==> config.mk <==
export PLATFORM = sky130hd
export DESIGN_NAME = base64_stream_decoder_unit_flat
export DESIGN_NICKNAME = d
export VERILOG_FILES = /design/src/hdl/b64d_pkg.sv /design/src/hdl/b64d_if.sv /design/src/hdl/b64d_front.sv /design/src/hdl/b64d_queue.sv /design/src/hdl/b64d_back.sv /design/src/hdl/base64_stream_decoder_unit.sv /design/src/flat_wrapper.sv
export SDC_FILE = /design/constraint.sdc
export NUM_CORES = 1
export LEC_CHECK = 0
export CAP_MARGIN = 10
export CORE_AREA = 2 2 151 153
export CTS_CLUSTER_DIAMETER = 80
export CTS_CLUSTER_SIZE = 20
export DETAILED_ROUTE_END_ITERATION = 16
export DIE_AREA = 0 0 153 155
export DONT_BUFFER_PORTS = 1
export PLACE_DENSITY = 0.75
export REMOVE_ABC_BUFFERS = 1
export SLEW_MARGIN = 5
export SYNTH_ARGS = -nofsm -noshare
export SYNTH_HDL_FRONTEND = slang
export SYNTH_SLANG_ARGS = --single-unit
==> constraint.sdc <==
create_clock -name clk -period 6.6 [get_ports clk]
set_input_delay 1.65 -clock clk [delete_from_list [all_inputs] [get_ports clk]]
set_output_delay 1.65 -clock clk [all_outputs]
set_load 0.03 [all_outputs]
==> src/hdl/b64d_pkg.sv <==
package b64d_pkg;

  localparam logic [7:0] PAD_CHAR  = 8'h3D;  // '='
  localparam int         SEQ_BYTES = 5;      // held pair plus one full group

  typedef struct packed {
    logic       valid;
    logic [5:0] value;
  } char_class_t;

  // One queued job for the back end: bytes to send, oldest in slot 0.
  // A count of zero with last set stands for the empty end marker.
  typedef struct packed {
    logic [SEQ_BYTES-1:0][7:0] byte_seq;
    logic [2:0]                count;
    logic                      last;
  } b64d_job_t;

  // Map a character to its 6-bit value; '=' decodes as zero.
  function automatic char_class_t char_value(input logic [7:0] c);
    char_class_t r;
    r.valid = 1'b1;
    r.value = 6'd0;
    if (c inside {[8'h41:8'h5A]}) begin
      r.value = 6'(c - 8'h41);
    end else if (c inside {[8'h61:8'h7A]}) begin
      r.value = 6'(c - 8'h61 + 8'd26);
    end else if (c inside {[8'h30:8'h39]}) begin
      r.value = 6'(c - 8'h30 + 8'd52);
    end else if (c == 8'h2B) begin
      r.value = 6'd62;
    end else if (c == 8'h2F) begin
      r.value = 6'd63;
    end else if (c == PAD_CHAR) begin
      r.value = 6'd0;
    end else begin
      r.valid = 1'b0;
    end
    return r;
  endfunction

endpackage

==> src/hdl/b64d_if.sv <==
interface b64d_char_if;
  logic       valid;
  logic       ready;
  logic [7:0] char_code;
  logic       end_of_message;

  modport source (output valid, char_code, end_of_message, input ready);
  modport sink   (input valid, char_code, end_of_message, output ready);
endinterface

interface b64d_byte_if;
  logic       valid;
  logic       ready;
  logic [7:0] data_byte;
  logic       byte_valid;
  logic       last_of_message;

  modport source (output valid, data_byte, byte_valid, last_of_message, input ready);
  modport sink   (input valid, data_byte, byte_valid, last_of_message, output ready);
endinterface

==> src/hdl/b64d_front.sv <==
module b64d_front
  import b64d_pkg::*;
(
  input  logic          clk,
  input  logic          rst,
  b64d_char_if.sink     char_in,
  input  logic          queue_full,
  output logic          push,
  output b64d_job_t     push_job
);

  logic [23:0]    acc;
  logic [1:0]     group;
  logic [1:0]     pads;
  logic [1:0]     recent;
  logic [1:0]     held_count;
  logic [1:0][7:0] held;

  char_class_t    cv;
  logic           accept;
  logic           is_pad;
  logic [23:0]    acc_next;
  logic [1:0]     group_next;
  logic [1:0]     pads_next;
  logic [1:0]     recent_next;
  logic           group_done;
  logic [SEQ_BYTES-1:0][7:0] seq;
  logic [2:0]     n;
  logic [2:0]     drops;

  assign char_in.ready = !queue_full;
  assign accept = char_in.valid && char_in.ready;
  assign cv     = char_value(char_in.char_code);
  assign is_pad = (char_in.char_code == PAD_CHAR);

  always_comb begin
    acc_next    = acc;
    group_next  = group;
    pads_next   = pads;
    recent_next = recent;
    if (cv.valid) begin
      acc_next    = {acc[17:0], cv.value};
      group_next  = group + 2'd1;
      pads_next   = {pads[0], is_pad};
      recent_next = (recent == 2'd2) ? recent : recent + 2'd1;
    end
  end

  assign group_done = cv.valid && (group_next == 2'd0);

  // Line up held bytes then the new group, oldest first.
  always_comb begin
    seq = '0;
    case (held_count)
      2'd2: begin
        seq[0] = held[0];
        seq[1] = held[1];
        seq[2] = acc_next[23:16];
        seq[3] = acc_next[15:8];
        seq[4] = acc_next[7:0];
      end
      2'd1: begin
        seq[0] = held[0];
        seq[1] = acc_next[23:16];
        seq[2] = acc_next[15:8];
        seq[3] = acc_next[7:0];
      end
      default: begin
        seq[0] = acc_next[23:16];
        seq[1] = acc_next[15:8];
        seq[2] = acc_next[7:0];
      end
    endcase
    n = {1'b0, held_count} + (group_done ? 3'd3 : 3'd0);
    drops = {2'b00, (recent_next != 2'd0) && pads_next[0]}
          + {2'b00, (recent_next == 2'd2) && pads_next[1]};
    if (drops > n) begin
      drops = n;
    end
  end

  always_comb begin
    push_job.byte_seq = seq;
    push_job.last     = char_in.end_of_message;
    push_job.count    = char_in.end_of_message ? (n - drops) : (n - 3'd2);
    push              = accept && (char_in.end_of_message || (n > 3'd2));
  end

  always_ff @(posedge clk) begin
    if (rst) begin
      acc        <= '0;
      group      <= '0;
      pads       <= '0;
      recent     <= '0;
      held_count <= '0;
    end else if (accept) begin
      if (char_in.end_of_message) begin
        acc        <= '0;
        group      <= '0;
        pads       <= '0;
        recent     <= '0;
        held_count <= '0;
      end else begin
        acc    <= acc_next;
        group  <= group_next;
        pads   <= pads_next;
        recent <= recent_next;
        if (group_done) begin
          held_count <= 2'd2;
        end
      end
    end
  end

  // Newest two bytes of a finished group are held back.
  always_ff @(posedge clk) begin
    if (accept && !char_in.end_of_message && group_done) begin
      held[0] <= acc_next[15:8];
      held[1] <= acc_next[7:0];
    end
  end

  property p_push_only_on_accept;
    @(posedge clk) disable iff (rst) push |-> !queue_full;
  endproperty
  a_push_only_on_accept: assert property (p_push_only_on_accept)
    else $error("front pushed into full queue");

endmodule

==> src/hdl/b64d_queue.sv <==
module b64d_queue
  import b64d_pkg::*;
#(
  parameter int DEPTH = 4
) (
  input  logic      clk,
  input  logic      rst,
  input  logic      push,
  input  b64d_job_t push_job,
  output logic      full,
  input  logic      pop,
  output logic      not_empty,
  output b64d_job_t head_job
);

  localparam int PtrW = (DEPTH > 1) ? $clog2(DEPTH) : 1;
  localparam int CntW = $clog2(DEPTH + 1);

  b64d_job_t          slots [DEPTH];
  logic [PtrW-1:0]    wr_ptr;
  logic [PtrW-1:0]    rd_ptr;
  logic [CntW-1:0]    fill;

  assign full      = (fill == CntW'(DEPTH));
  assign not_empty = (fill != '0);
  assign head_job  = slots[rd_ptr];

  always_ff @(posedge clk) begin
    if (rst) begin
      wr_ptr <= '0;
      rd_ptr <= '0;
      fill   <= '0;
    end else begin
      if (push) begin
        wr_ptr <= (wr_ptr == PtrW'(DEPTH - 1)) ? '0 : wr_ptr + PtrW'(1);
      end
      if (pop) begin
        rd_ptr <= (rd_ptr == PtrW'(DEPTH - 1)) ? '0 : rd_ptr + PtrW'(1);
      end
      if (push && !pop) begin
        fill <= fill + CntW'(1);
      end else if (pop && !push) begin
        fill <= fill - CntW'(1);
      end
    end
  end

  always_ff @(posedge clk) begin
    if (push) begin
      slots[wr_ptr] <= push_job;
    end
  end

  property p_fill_bound;
    @(posedge clk) disable iff (rst) fill <= CntW'(DEPTH);
  endproperty
  a_fill_bound: assert property (p_fill_bound)
    else $error("queue fill out of range");

endmodule

==> src/hdl/b64d_back.sv <==
module b64d_back
  import b64d_pkg::*;
(
  input  logic       clk,
  input  logic       rst,
  input  logic       not_empty,
  input  b64d_job_t  head_job,
  output logic       pop,
  b64d_byte_if.source byte_out
);

  logic [2:0] idx;
  logic       load;
  logic       final_slot;

  assign load       = not_empty && (!byte_out.valid || byte_out.ready);
  assign final_slot = (head_job.count == 3'd0) || (idx == head_job.count - 3'd1);
  assign pop        = load && final_slot;

  always_ff @(posedge clk) begin
    if (rst) begin
      idx            <= '0;
      byte_out.valid <= 1'b0;
    end else begin
      if (load) begin
        byte_out.valid <= 1'b1;
        idx            <= final_slot ? 3'd0 : idx + 3'd1;
      end else if (byte_out.ready) begin
        byte_out.valid <= 1'b0;
      end
    end
  end

  // Hold the word while stalled; advance one slot per send.
  always_ff @(posedge clk) begin
    if (load) begin
      if (head_job.count == 3'd0) begin
        byte_out.data_byte       <= 8'd0;
        byte_out.byte_valid      <= 1'b0;
        byte_out.last_of_message <= 1'b1;
      end else begin
        byte_out.data_byte       <= head_job.byte_seq[idx];
        byte_out.byte_valid      <= 1'b1;
        byte_out.last_of_message <= head_job.last && final_slot;
      end
    end
  end

  property p_marker_is_last;
    @(posedge clk) disable iff (rst)
      (byte_out.valid && !byte_out.byte_valid) |-> byte_out.last_of_message;
  endproperty
  a_marker_is_last: assert property (p_marker_is_last)
    else $error("empty marker without last flag");

  property p_marker_zero;
    @(posedge clk) disable iff (rst)
      (byte_out.valid && !byte_out.byte_valid) |-> (byte_out.data_byte == 8'd0);
  endproperty
  a_marker_zero: assert property (p_marker_zero)
    else $error("empty marker carries data");

  property p_idx_restart;
    @(posedge clk) disable iff (rst) pop |=> (idx == 3'd0);
  endproperty
  a_idx_restart: assert property (p_idx_restart)
    else $error("slot index not restarted after pop");

endmodule

==> src/hdl/base64_stream_decoder_unit.sv <==
// Base64 stream decoder. Feed one character word per cycle on char_in; mark
// the final character with end_of_message. Characters outside A-Z, a-z, 0-9,
// '+' and '/' are skipped, '=' decodes as zero. Decoded bytes leave on
// byte_out one word per cycle while byte_out is ready; the last word of each
// message has last_of_message set, and a message that leaves no bytes yields
// a single word with byte_valid low. A character is taken every cycle while
// the job queue has room: the front end classifies it combinationally and
// queues a job when a group completes or the message ends, and the back end
// sends one byte per cycle from the queue head while byte_out is ready. Four
// characters make three bytes, so steady input never waits on the back end;
// the end of a message can queue up to five bytes, and QUEUE_DEPTH jobs of
// slack set how long a burst of ends is absorbed before char_in.ready drops.
// Each byte is registered in a queue slot and then in byte_out.
module base64_stream_decoder_unit
  import b64d_pkg::*;
#(
  parameter int QUEUE_DEPTH = 4
) (
  input  logic        clk,
  input  logic        rst,
  b64d_char_if.sink   char_in,
  b64d_byte_if.source byte_out
);

  logic      push;
  b64d_job_t push_job;
  logic      full;
  logic      pop;
  logic      not_empty;
  b64d_job_t head_job;

  // Front end: classify, accumulate, hold back the tail bytes.
  b64d_front u_front (
    .clk        (clk),
    .rst        (rst),
    .char_in    (char_in),
    .queue_full (full),
    .push       (push),
    .push_job   (push_job)
  );

  // Short job queue decouples the two sides.
  b64d_queue #(
    .DEPTH (QUEUE_DEPTH)
  ) u_queue (
    .clk       (clk),
    .rst       (rst),
    .push      (push),
    .push_job  (push_job),
    .full      (full),
    .pop       (pop),
    .not_empty (not_empty),
    .head_job  (head_job)
  );

  // Back end: serialize each job into byte words.
  b64d_back u_back (
    .clk       (clk),
    .rst       (rst),
    .not_empty (not_empty),
    .head_job  (head_job),
    .pop       (pop),
    .byte_out  (byte_out)
  );

endmodule
==> src/flat_wrapper.sv <==
// flat-port wrapper written by rule: the top's interface ports become plain ports
module base64_stream_decoder_unit_flat import b64d_pkg::*;
#(
  parameter int QUEUE_DEPTH = 4
)
  (clk, rst, char_in_valid, char_in_char_code, char_in_end_of_message, char_in_ready, byte_out_valid, byte_out_data_byte, byte_out_byte_valid, byte_out_last_of_message, byte_out_ready);
  b64d_char_if char_in_i ();
  b64d_byte_if byte_out_i ();
  input  logic clk;
  input  logic rst;
  input wire logic [$bits(char_in_i.valid)-1:0] char_in_valid;
  input wire logic [$bits(char_in_i.char_code)-1:0] char_in_char_code;
  input wire logic [$bits(char_in_i.end_of_message)-1:0] char_in_end_of_message;
  output wire logic [$bits(char_in_i.ready)-1:0] char_in_ready;
  output wire logic [$bits(byte_out_i.valid)-1:0] byte_out_valid;
  output wire logic [$bits(byte_out_i.data_byte)-1:0] byte_out_data_byte;
  output wire logic [$bits(byte_out_i.byte_valid)-1:0] byte_out_byte_valid;
  output wire logic [$bits(byte_out_i.last_of_message)-1:0] byte_out_last_of_message;
  input wire logic [$bits(byte_out_i.ready)-1:0] byte_out_ready;
  assign char_in_i.valid = char_in_valid;
  assign char_in_i.char_code = char_in_char_code;
  assign char_in_i.end_of_message = char_in_end_of_message;
  assign char_in_ready = char_in_i.ready;
  assign byte_out_valid = byte_out_i.valid;
  assign byte_out_data_byte = byte_out_i.data_byte;
  assign byte_out_byte_valid = byte_out_i.byte_valid;
  assign byte_out_last_of_message = byte_out_i.last_of_message;
  assign byte_out_i.ready = byte_out_ready;
  base64_stream_decoder_unit #(.QUEUE_DEPTH(QUEUE_DEPTH)) u_core (.clk(clk), .rst(rst), .char_in(char_in_i), .byte_out(byte_out_i));
endmodule
# After elaboration in Yosys (flattened, before gate mapping)
# Memories as Yosys holds them, arrays and structs flattened. A register that Yosys moved wholly into a read port is not among the register bits.
# Index checks and enable logic that the tools add are counted.
# totals
register_bits	69
elab_cells	126
out_inout_bits	12
memories	1
ramBits	176
# op_classes
muxes	42
addsub	17
eq_ne	11
n_reduce_logical	31
magnitude_cmp	9
# memory_table
name	words	width	read_ports	rd_ports_with_merged_regs	wr	line	text
u_core.u_queue.slots	4	44	1	1	1	b64d_queue.sv:19	b64d_job_t slots [DEPTH];
# ops
op	count
$mux W24	2
$pmux W24 S2	1
$mux W6	5
$mux W2	14
$bmux W8 S3	1
$eq A8 B6 Y1 const B	3
$ge A8 B7 Y1 const B	2
$le A8 B7 Y1 const B	2
$mux W8	2
$pmux W8 S2	1
$logic_and A1 B1 Y1	15
$mux W3	5
$sub A6 B6 Y6 const B	2
$mux W1	11
$eq A2 B2 Y1 const B	5
$add A2 B1 Y2 const B	4
$ge A8 B6 Y1 const B	1
$le A8 B6 Y1 const B	1
$reduce_bool A2 Y1	4
$add A3 B1 Y3 const B	2
$add A6 B5 Y6 const B	1
$add A6 B6 Y6 const B	1
$sub A3 B1 Y3 const B	2
$sub A6 B1 Y6 const B	1
other kinds (16)	22

# Longest topological paths before layout
# Gate-level depths: netlist of the first run.
# depth
word_depth	19
ltp_mapped	24

# Modules after synthesis
# A second synthesis of the first run with hierarchy kept.
# hier_totals
cells_unflattened	692
hier_area_um2	10984.3
# modules_own_cells
module	cells_each	area_per_inst_um2	seq_area_each_um2	instances
b64d_queue	274	6849.1	5465.2	1
b64d_front	341	3214.3	1101.1	1
b64d_back	77	920.9	380.4	1

# Worst setup path after synthesis of the first run
# No wires, ideal clock.
# synth_path
kind	input-to-reg
startpoint	in char_in_char_code[2]
endpoint	mem u_core.u_queue.slots[0][3] in the netlist's numbering, data pin
slack_ns	0.620
t_arrival_ns	5.714
n_path_buf	2
path_stages	23
setup_ns	0.266
path_cell_list	buf_2 > inv_1 > ha_1 > nor2_1 > and4bb_4 > a21o_2 > a21oi_4 > buf_4 > nor3_1 > a311oi_1 > ha_1 > inv_1 > ha_1 > nor2_1 > and3_1 > nand2b_1 > o31a_1 > a22oi_1 > ha_1 > inv_1 > fa_1 > xnor2_1 > mux2_2
# synth_rtl
element	line	text
from (decl)	flat_wrapper.sv:12	input wire logic [$bits(char_in_i.char_code)-1:0] char_in_char_code;
to (decl)	b64d_queue.sv:19	

==> out/metrics.csv, run 1 <==
stage;metric;value;unit
worst_setup_path;FF-to-FF Start;u_core.u_front.held_count[1];
cells_and_area;fill count;1794;
logic_synthesis;Mean Syn Cell Area;14.8;µm²
global_routing;Congestion Overflow GR;0;
worst_setup_path;WP data required;6840;ps
logic_synthesis;number of synthesized register bits;246;
die;core area;22200;µm²
sta;final setup TNS;0;ps
drt;drc violations;0;
die;Rows;55;
logic_synthesis;Post-synth EDFFs;202;
worst_setup_path;Slowest cell on crit path;a211oi_1;
worst_setup_path;cell family with most CP delay;compound AO/OA/AOI/OAI gates;
worst_setup_path;Worst Path Buf+Inv;3;
cts;clock tree buffer depth;3;
die;Die Wd;153;µm
cts;clock latency on the worst-skew pair;490;ps
sta;Slew HR;17.8;%
cts;root buffer cell;clkbuf_16;
sta;Final Critical Period;5360;ps
sta;RSZ-0062 raised after global routing;false;
cells_and_area;nets@finish;772;
logic_synthesis;synth warn;0;
cts;Num CTS Buffers;16;
worst_setup_path;Largest stage delay, worst path;500;ps
cells_and_area;share of cells above drive strength 1;14.9;%
global_routing;initial antenna violation count;0;
min_path;Hold Crit Class;reg2reg;
place;Port Buffers;0;
drt;WL final;21200;µm
logic_synthesis;Most used DFF post-synth;edfxtp_1;
min_path;HP Start;u_core.u_front.acc[18];
power;cell area power density;298;nW/µm²
drt;WL per Instance;20.7;µm
cts;CTS tree;built;
cells_and_area;most common cell after layout, fill and taps aside;edfxtp_1;
outcome;outcome;completed;
worst_setup_path;CP startpoint;char_in_char_code[0];
sta;final hold violation count;0;
global_routing;GRT Total Usage;18.1;%
worst_setup_path;maximum fanout along the worst path;10;
logic_synthesis;Post-Syn Area;10900;µm²
logic_synthesis;Mapped Cells;735;
cts;Post-CTS Setup Inserts;0;
die;DIE AREA;23700;µm²
sta;Worst Skew;16.4;ps
cells_and_area;Multi-input gate area;3640;µm²
logic_synthesis;Synth cell types;67;
cells_and_area;post-route insts no fill;1025;
power;peak supply drop;140;µV
drt;total vias in the final route;6042;
sta;fin. max-slew vios;0;
cts;H-tree levels;1;
die;die height;155;µm
global_routing;first-pass GRT wire length;33700;µm
worst_setup_path;startpoint types;input port;
sta;period utilization;81.3;%
place;GP Congestion;0.880;
global_routing;vias in the first global route;5976;
worst_setup_path;CP Class;in2reg;
power;Lkg Pwr;4.08;nW
flow_run;maximum capacitance violations;0;
place;DP Cell Count;997;
global_routing;largest net degree at the start of global routing;47;
drt;Initial DRC Count;501;
sta;Max Fclk;186;MHz
worst_setup_path;cell mode on critical path;ha_1;
cts;post-CTS resize count;0;
die;IO Pins;25;
logic_synthesis;post-synthesis sequential area ratio;63.8;%
drt;Detail Route Antenna Nets;0;
cts;hold buffers post-CTS;0;
cells_and_area;most frequent cells in the layout;202 x edfxtp_1, 53 x nor2_1, 52 x mux4_2, 49 x a21oi_1, 42 x dfxtp_1;
sta;final setup vio count;0;
worst_setup_path;Critical Path End Type;register;
worst_setup_path;WP data arrival;5600;ps
die;Starting Density;49.0;%
worst_setup_path;sequence of cells on the critical path;inv_1 -> ha_1 -> nor2b_1 -> o21ai_2 -> a21o_2 -> a211oi_1 -> a41o_1 -> ha_1 -> inv_1 -> ha_1 -> nor2_1 -> and3_1 -> nand2b_1 -> o31a_1 -> a22oi_1 -> ha_1 -> inv_1 -> fa_1 -> xnor2_1 -> mux2_2;
place;Detailed Place HPWL;12800;µm
drt;vias per cell;5.89;
cells_and_area;diode count;0;
cells_and_area;register area;6950;µm²
sta;worst slew pin tran;1220;ps
cts;clock sink total;246;
logic_synthesis;Synth async-reset ratio;0;%
cts;clk slew on worst S/H paths;80;ps
cells_and_area;P&R area growth vs syn;7.14;%
drt;First-pass DRT Iterations;5;
==> where the power goes <==
group          switching [mW]  leakage, nW  total (mW)  internal (mW)
clock                   0.490        0.229       0.978          0.488
sequential              0.132         2.29        1.91           1.78
combinational           0.309         1.56       0.586          0.277
==> metrics by stage <==
step	utilization, %	power [mW]	worst slack, ps	hold WS, ps	area [µm²]
CTS	52.5	3.51	1260	471	11700
global route	52.5	3.62	882	481	11700
global placement	50.4	2.54	820	449	11200
finish	52.5	3.48	1240	473	11700
floorplan	-	2.39	649	441	10700
detailed placement	50.4	2.55	743	460	11200
==> layer usage <==
layer | vias up | part of all wire, % | global-route usage, %
met5 | - | 0 | 0
li1 | 2804 | - | -
met3 | 22 | 5.0 | 2.20
met1 | 3050 | 44 | 25.2
met4 | 0 | 1.7 | 4.14
met2 | 166 | 50 | 30.9
==> Yosys cell counts, types with 8 or more instances <==
master | number | area, µm²
mux4_2 | 52 | 1170
nand3_1 | 19 | 95.1
mux2i_1 | 25 | 250
o21ai_0 | 18 | 90.1
buf_2 | 9 | 45.0
inv_1 | 37 | 139
nand2_1 | 35 | 131
nor2_1 | 53 | 199
and2_1 | 11 | 68.8
a21oi_1 | 49 | 245
ha_1 | 27 | 338
a22o_1 | 14 | 123
dfxtp_1 | 44 | 881
clkbuf_1 | 18 | 67.6
nand4_1 | 8 | 50.1
edfxtp_1 | 202 | 6070
==> registers in the layout, summed over array words and instances, names as in the netlist, named ones only <==
signal                                  cells
u_core.u_front.group                        2
u_core.u_front.recent                       2
u_core.u_queue.wr_ptr                       2
u_core.u_back.byte_out.last_of_message      1
u_core.u_back.idx                           3
u_core.u_back.byte_out.data_byte            8
u_core.u_front.pads                         2
u_core.u_queue.fill                         3
u_core.u_back.byte_out.byte_valid           1
u_core.u_back.byte_out.valid                1
u_core.u_front.acc                         24
u_core.u_queue.rd_ptr                       2
u_core.u_front.held                        16
u_core.u_front.held_count                   1
u_core.u_queue.slots                      176
==> worst register-to-register path: stages, from the launching register on <==
cell,delay (ps)
dfxtp_1,300
buf_4,220
inv_2,690
ha_1,460
xnor2_1,160
and3_1,190
nand2b_1,150
o31a_1,280
a22oi_1,160
ha_1,170
inv_1,50
fa_1,400
xnor2_1,130
mux2_2,290
==> kinds of logic (layout without fill, tap and decap cells) <==
kind of cell               Yosys count  in the layout  share of synthesized area (%)
DFF                                246            246                           63.8
and+or+nand+nor                    157            157                           6.95
AOI/OAI and AO/OA                  130            130                           7.92
muxes                               87             87                           14.1
buffers and inverters               75             80                           2.94
adders and majority gates           29             29                           3.47
xor gates and xnor gates            11             11                          0.884
==> final timing paths <==
kind                                     end  cells past startpoint  slack [ps]
setup / recovery  u_core.u_queue.slots[1][3]                     20        1240
hold / removal        u_core.u_front.acc[18]                      2         470
setup reg to reg  u_core.u_queue.slots[1][3]                     13        2700
hold reg to reg       u_core.u_front.acc[18]                      2         470
==> cell type report <==
class | count | area share (%)
inverters | 39 | 1.25
repair buffers | 13 | 0.836
clock inverters | 1 | 0.139
flip-flops and latches | 246 | 59.5
well taps | 285 | 3.05
multi-input cells | 414 | 31.2
clock buffers | 27 | 3.97
Note: power is estimated with default switching activity, not from simulation.
==> inputs of run 2 (changes only) <==
- clock period: 6.6 -> 5.2 ns (I/O delays scaled with it)
==> out/metrics.csv, run 2 (synthesis results as in run 1) <==
stage;metric;value;unit
die;Die Wd;153;µm
cts;clock tree buffer depth;3;
global_routing;first-pass GRT wire length;34400;µm
drt;Metal-1 WL;9380;µm
drt;total vias in the final route;6149;
cells_and_area;Top reg by flops;u_core.u_queue.slots;
worst_setup_path;Slowest cell on crit path;fa_1;
worst_setup_path;maximum fanout along the worst path;12;
die;Rows;55;
cells_and_area;most common cell after layout, fill and taps aside;edfxtp_1;
power;Lkg Pwr;4.20;nW
die;Starting Density;49.0;%
sta;Min Hold Slack;475;ps
cts;root buffer cell;clkbuf_16;
cts;Num CTS Buffers;16;
die;DIE AREA;23700;µm²
worst_setup_path;cell mode on critical path;ha_1;
sta;final setup TNS;0;ps
global_routing;largest net degree at the start of global routing;46;
cts;H-tree levels;1;
drt;First-pass DRT Iterations;5;
worst_setup_path;worst reg2reg path depth;17;
cells_and_area;largest registers;u_core.u_queue.slots (176), u_core.u_front.acc (24), u_core.u_front.held (16);
drt;Detail Route Antenna Nets;0;
worst_setup_path;Critical Path End Type;register;
drt;WL final;21600;µm
worst_setup_path;WP data arrival;5030;ps
cts;post-CTS resize count;0;
place;Detailed Place HPWL;13400;µm
cts;Post-CTS Setup Inserts;0;
min_path;hold path cells;2;
flow_run;maximum capacitance violations;0;
cts;clock latency on the worst-skew pair;480;ps
worst_setup_path;WP data required;5420;ps
sta;Final Critical Period;4810;ps
cells_and_area;fill count;1766;
power;peak supply drop;185;µV
drt;top sig layer;met4;
sta;RSZ-0062 raised after global routing;false;
sta;Max Fclk;208;MHz
cells_and_area;post-route insts no fill;1047;
worst_setup_path;CP Class;in2reg;
drt;Met2 Wirelength;10900;µm
cts;clock sink total;246;
cts;CTS tree;built;
drt;vias per cell;5.87;
sta;Slew HR;29.5;%
sta;Worst Skew;12.7;ps
cells_and_area;most frequent cells in the layout;202 x edfxtp_1, 53 x nor2_1, 52 x mux4_2, 49 x a21oi_1, 42 x dfxtp_1;
global_routing;initial antenna violation count;0;
global_routing;GRT Total Usage;18.6;%
cells_and_area;register area;6950;µm²
drt;Initial DRC Count;517;
cells_and_area;Multi-input gate area;3640;µm²
sta;worst slew pin tran;1060;ps
sta;period utilization;92.6;%
drt;WL met3;894;µm
sta;final hold violation count;0;
min_path;Hold Crit Class;reg2reg;
cells_and_area;P&R area growth vs syn;9.04;%
power;cell area power density;372;nW/µm²
die;core area;22200;µm²
global_routing;vias in the first global route;6121;
cells_and_area;share of cells above drive strength 1;17.5;%
drt;drc violations;0;
outcome;outcome;completed;
worst_setup_path;Largest stage delay, worst path;390;ps
place;Port Buffers;0;
worst_setup_path;sequence of cells on the critical path;inv_1 -> ha_1 -> nor2_1 -> and4bb_4 -> a21o_2 -> a21o_1 -> a41o_1 -> ha_1 -> inv_1 -> ha_1 -> nor2_1 -> and3_1 -> nand2b_1 -> o31a_1 -> a22oi_1 -> ha_1 -> inv_1 -> fa_1 -> xnor2_1 -> mux2_2;
place;DP Cell Count;1019;
global_routing;Congestion Overflow GR;0;
cells_and_area;nets@finish;794;
cts;hold buffers post-CTS;0;
place;GP Congestion;0.842;
cells_and_area;diode count;0;
die;die height;155;µm
sta;fin. max-slew vios;0;
sta;final setup vio count;0;
drt;WL per Instance;20.7;µm
cts;clk slew on worst S/H paths;70;ps
worst_setup_path;startpoint types;input port;
die;IO Pins;25;
cells_and_area;max reg flops;176;
==> run 2: cell count changes in the layout (fill, tap and decap cells not counted), sizes merged <==
cell | before | now
clkbuf | 27 | 26
buf | 13 | 35
inv | 39 | 40
==> run 2: routing by layer <==
layer | up-vias | GRT usage (%)
li1 | 2863 | -
met1 | 3116 | 24.9
met2 | 142 | 32.2
met3 | 28 | 2.62
met4 | 0 | 5.25
met5 | - | 0
==> run 2: where the power goes <==
group / switching [mW] / leakage [nW] / internal (mW)
Clock: 0.616 / 0.231 / 0.616
Combinational: 0.393 / 1.68 / 0.362
Sequential: 0.172 / 2.29 / 2.26
==> run 2: stage by stage <==
stage	cell area (µm²)	setup WS, ps	utilization, %	total power [mW]
2_1_floorplan	10700	-401	-	3.04
4_1_cts	11900	389	53.4	4.47
3_3_place_gp	11400	-55.6	51.3	3.23
3_5_place_dp	11400	-107	51.3	3.25
5_1_grt	11900	110	53.4	4.61
6_report	11900	387	53.4	4.42
==> run 2: path summary, 6_finish.rpt <==
check                      startpoint                         end  slack (ps)
max              char_in_char_code[2]  u_core.u_queue.slots[3][3]         390
min reg2reg  u_core.u_front.recent[0]    u_core.u_front.recent[0]         470
max reg2reg  u_core.u_front.recent[0]  u_core.u_queue.slots[3][3]        1480
min          u_core.u_front.recent[0]    u_core.u_front.recent[0]         470
==> run 2: cell type report <==
cell class	count	share of cell area, %
inverters	39	1.23
flip-flops and latches	246	58.5
repair buffers	35	2.63
well taps	285	3.00
clock buffers	26	3.87
clock inverters	2	0.147
multi-input cells	414	30.6
==> run 2: worst max-delay path, delay by kind of cell <==
kind                       cells  cell delay [ps]
xor gates and xnor gates       1              140
AOI/OAI and AO/OA              5             1110
adders and majority gates      5             1390
buffers and inverters          3              130
and+or+nand+nor                5              690
muxes                          1              290
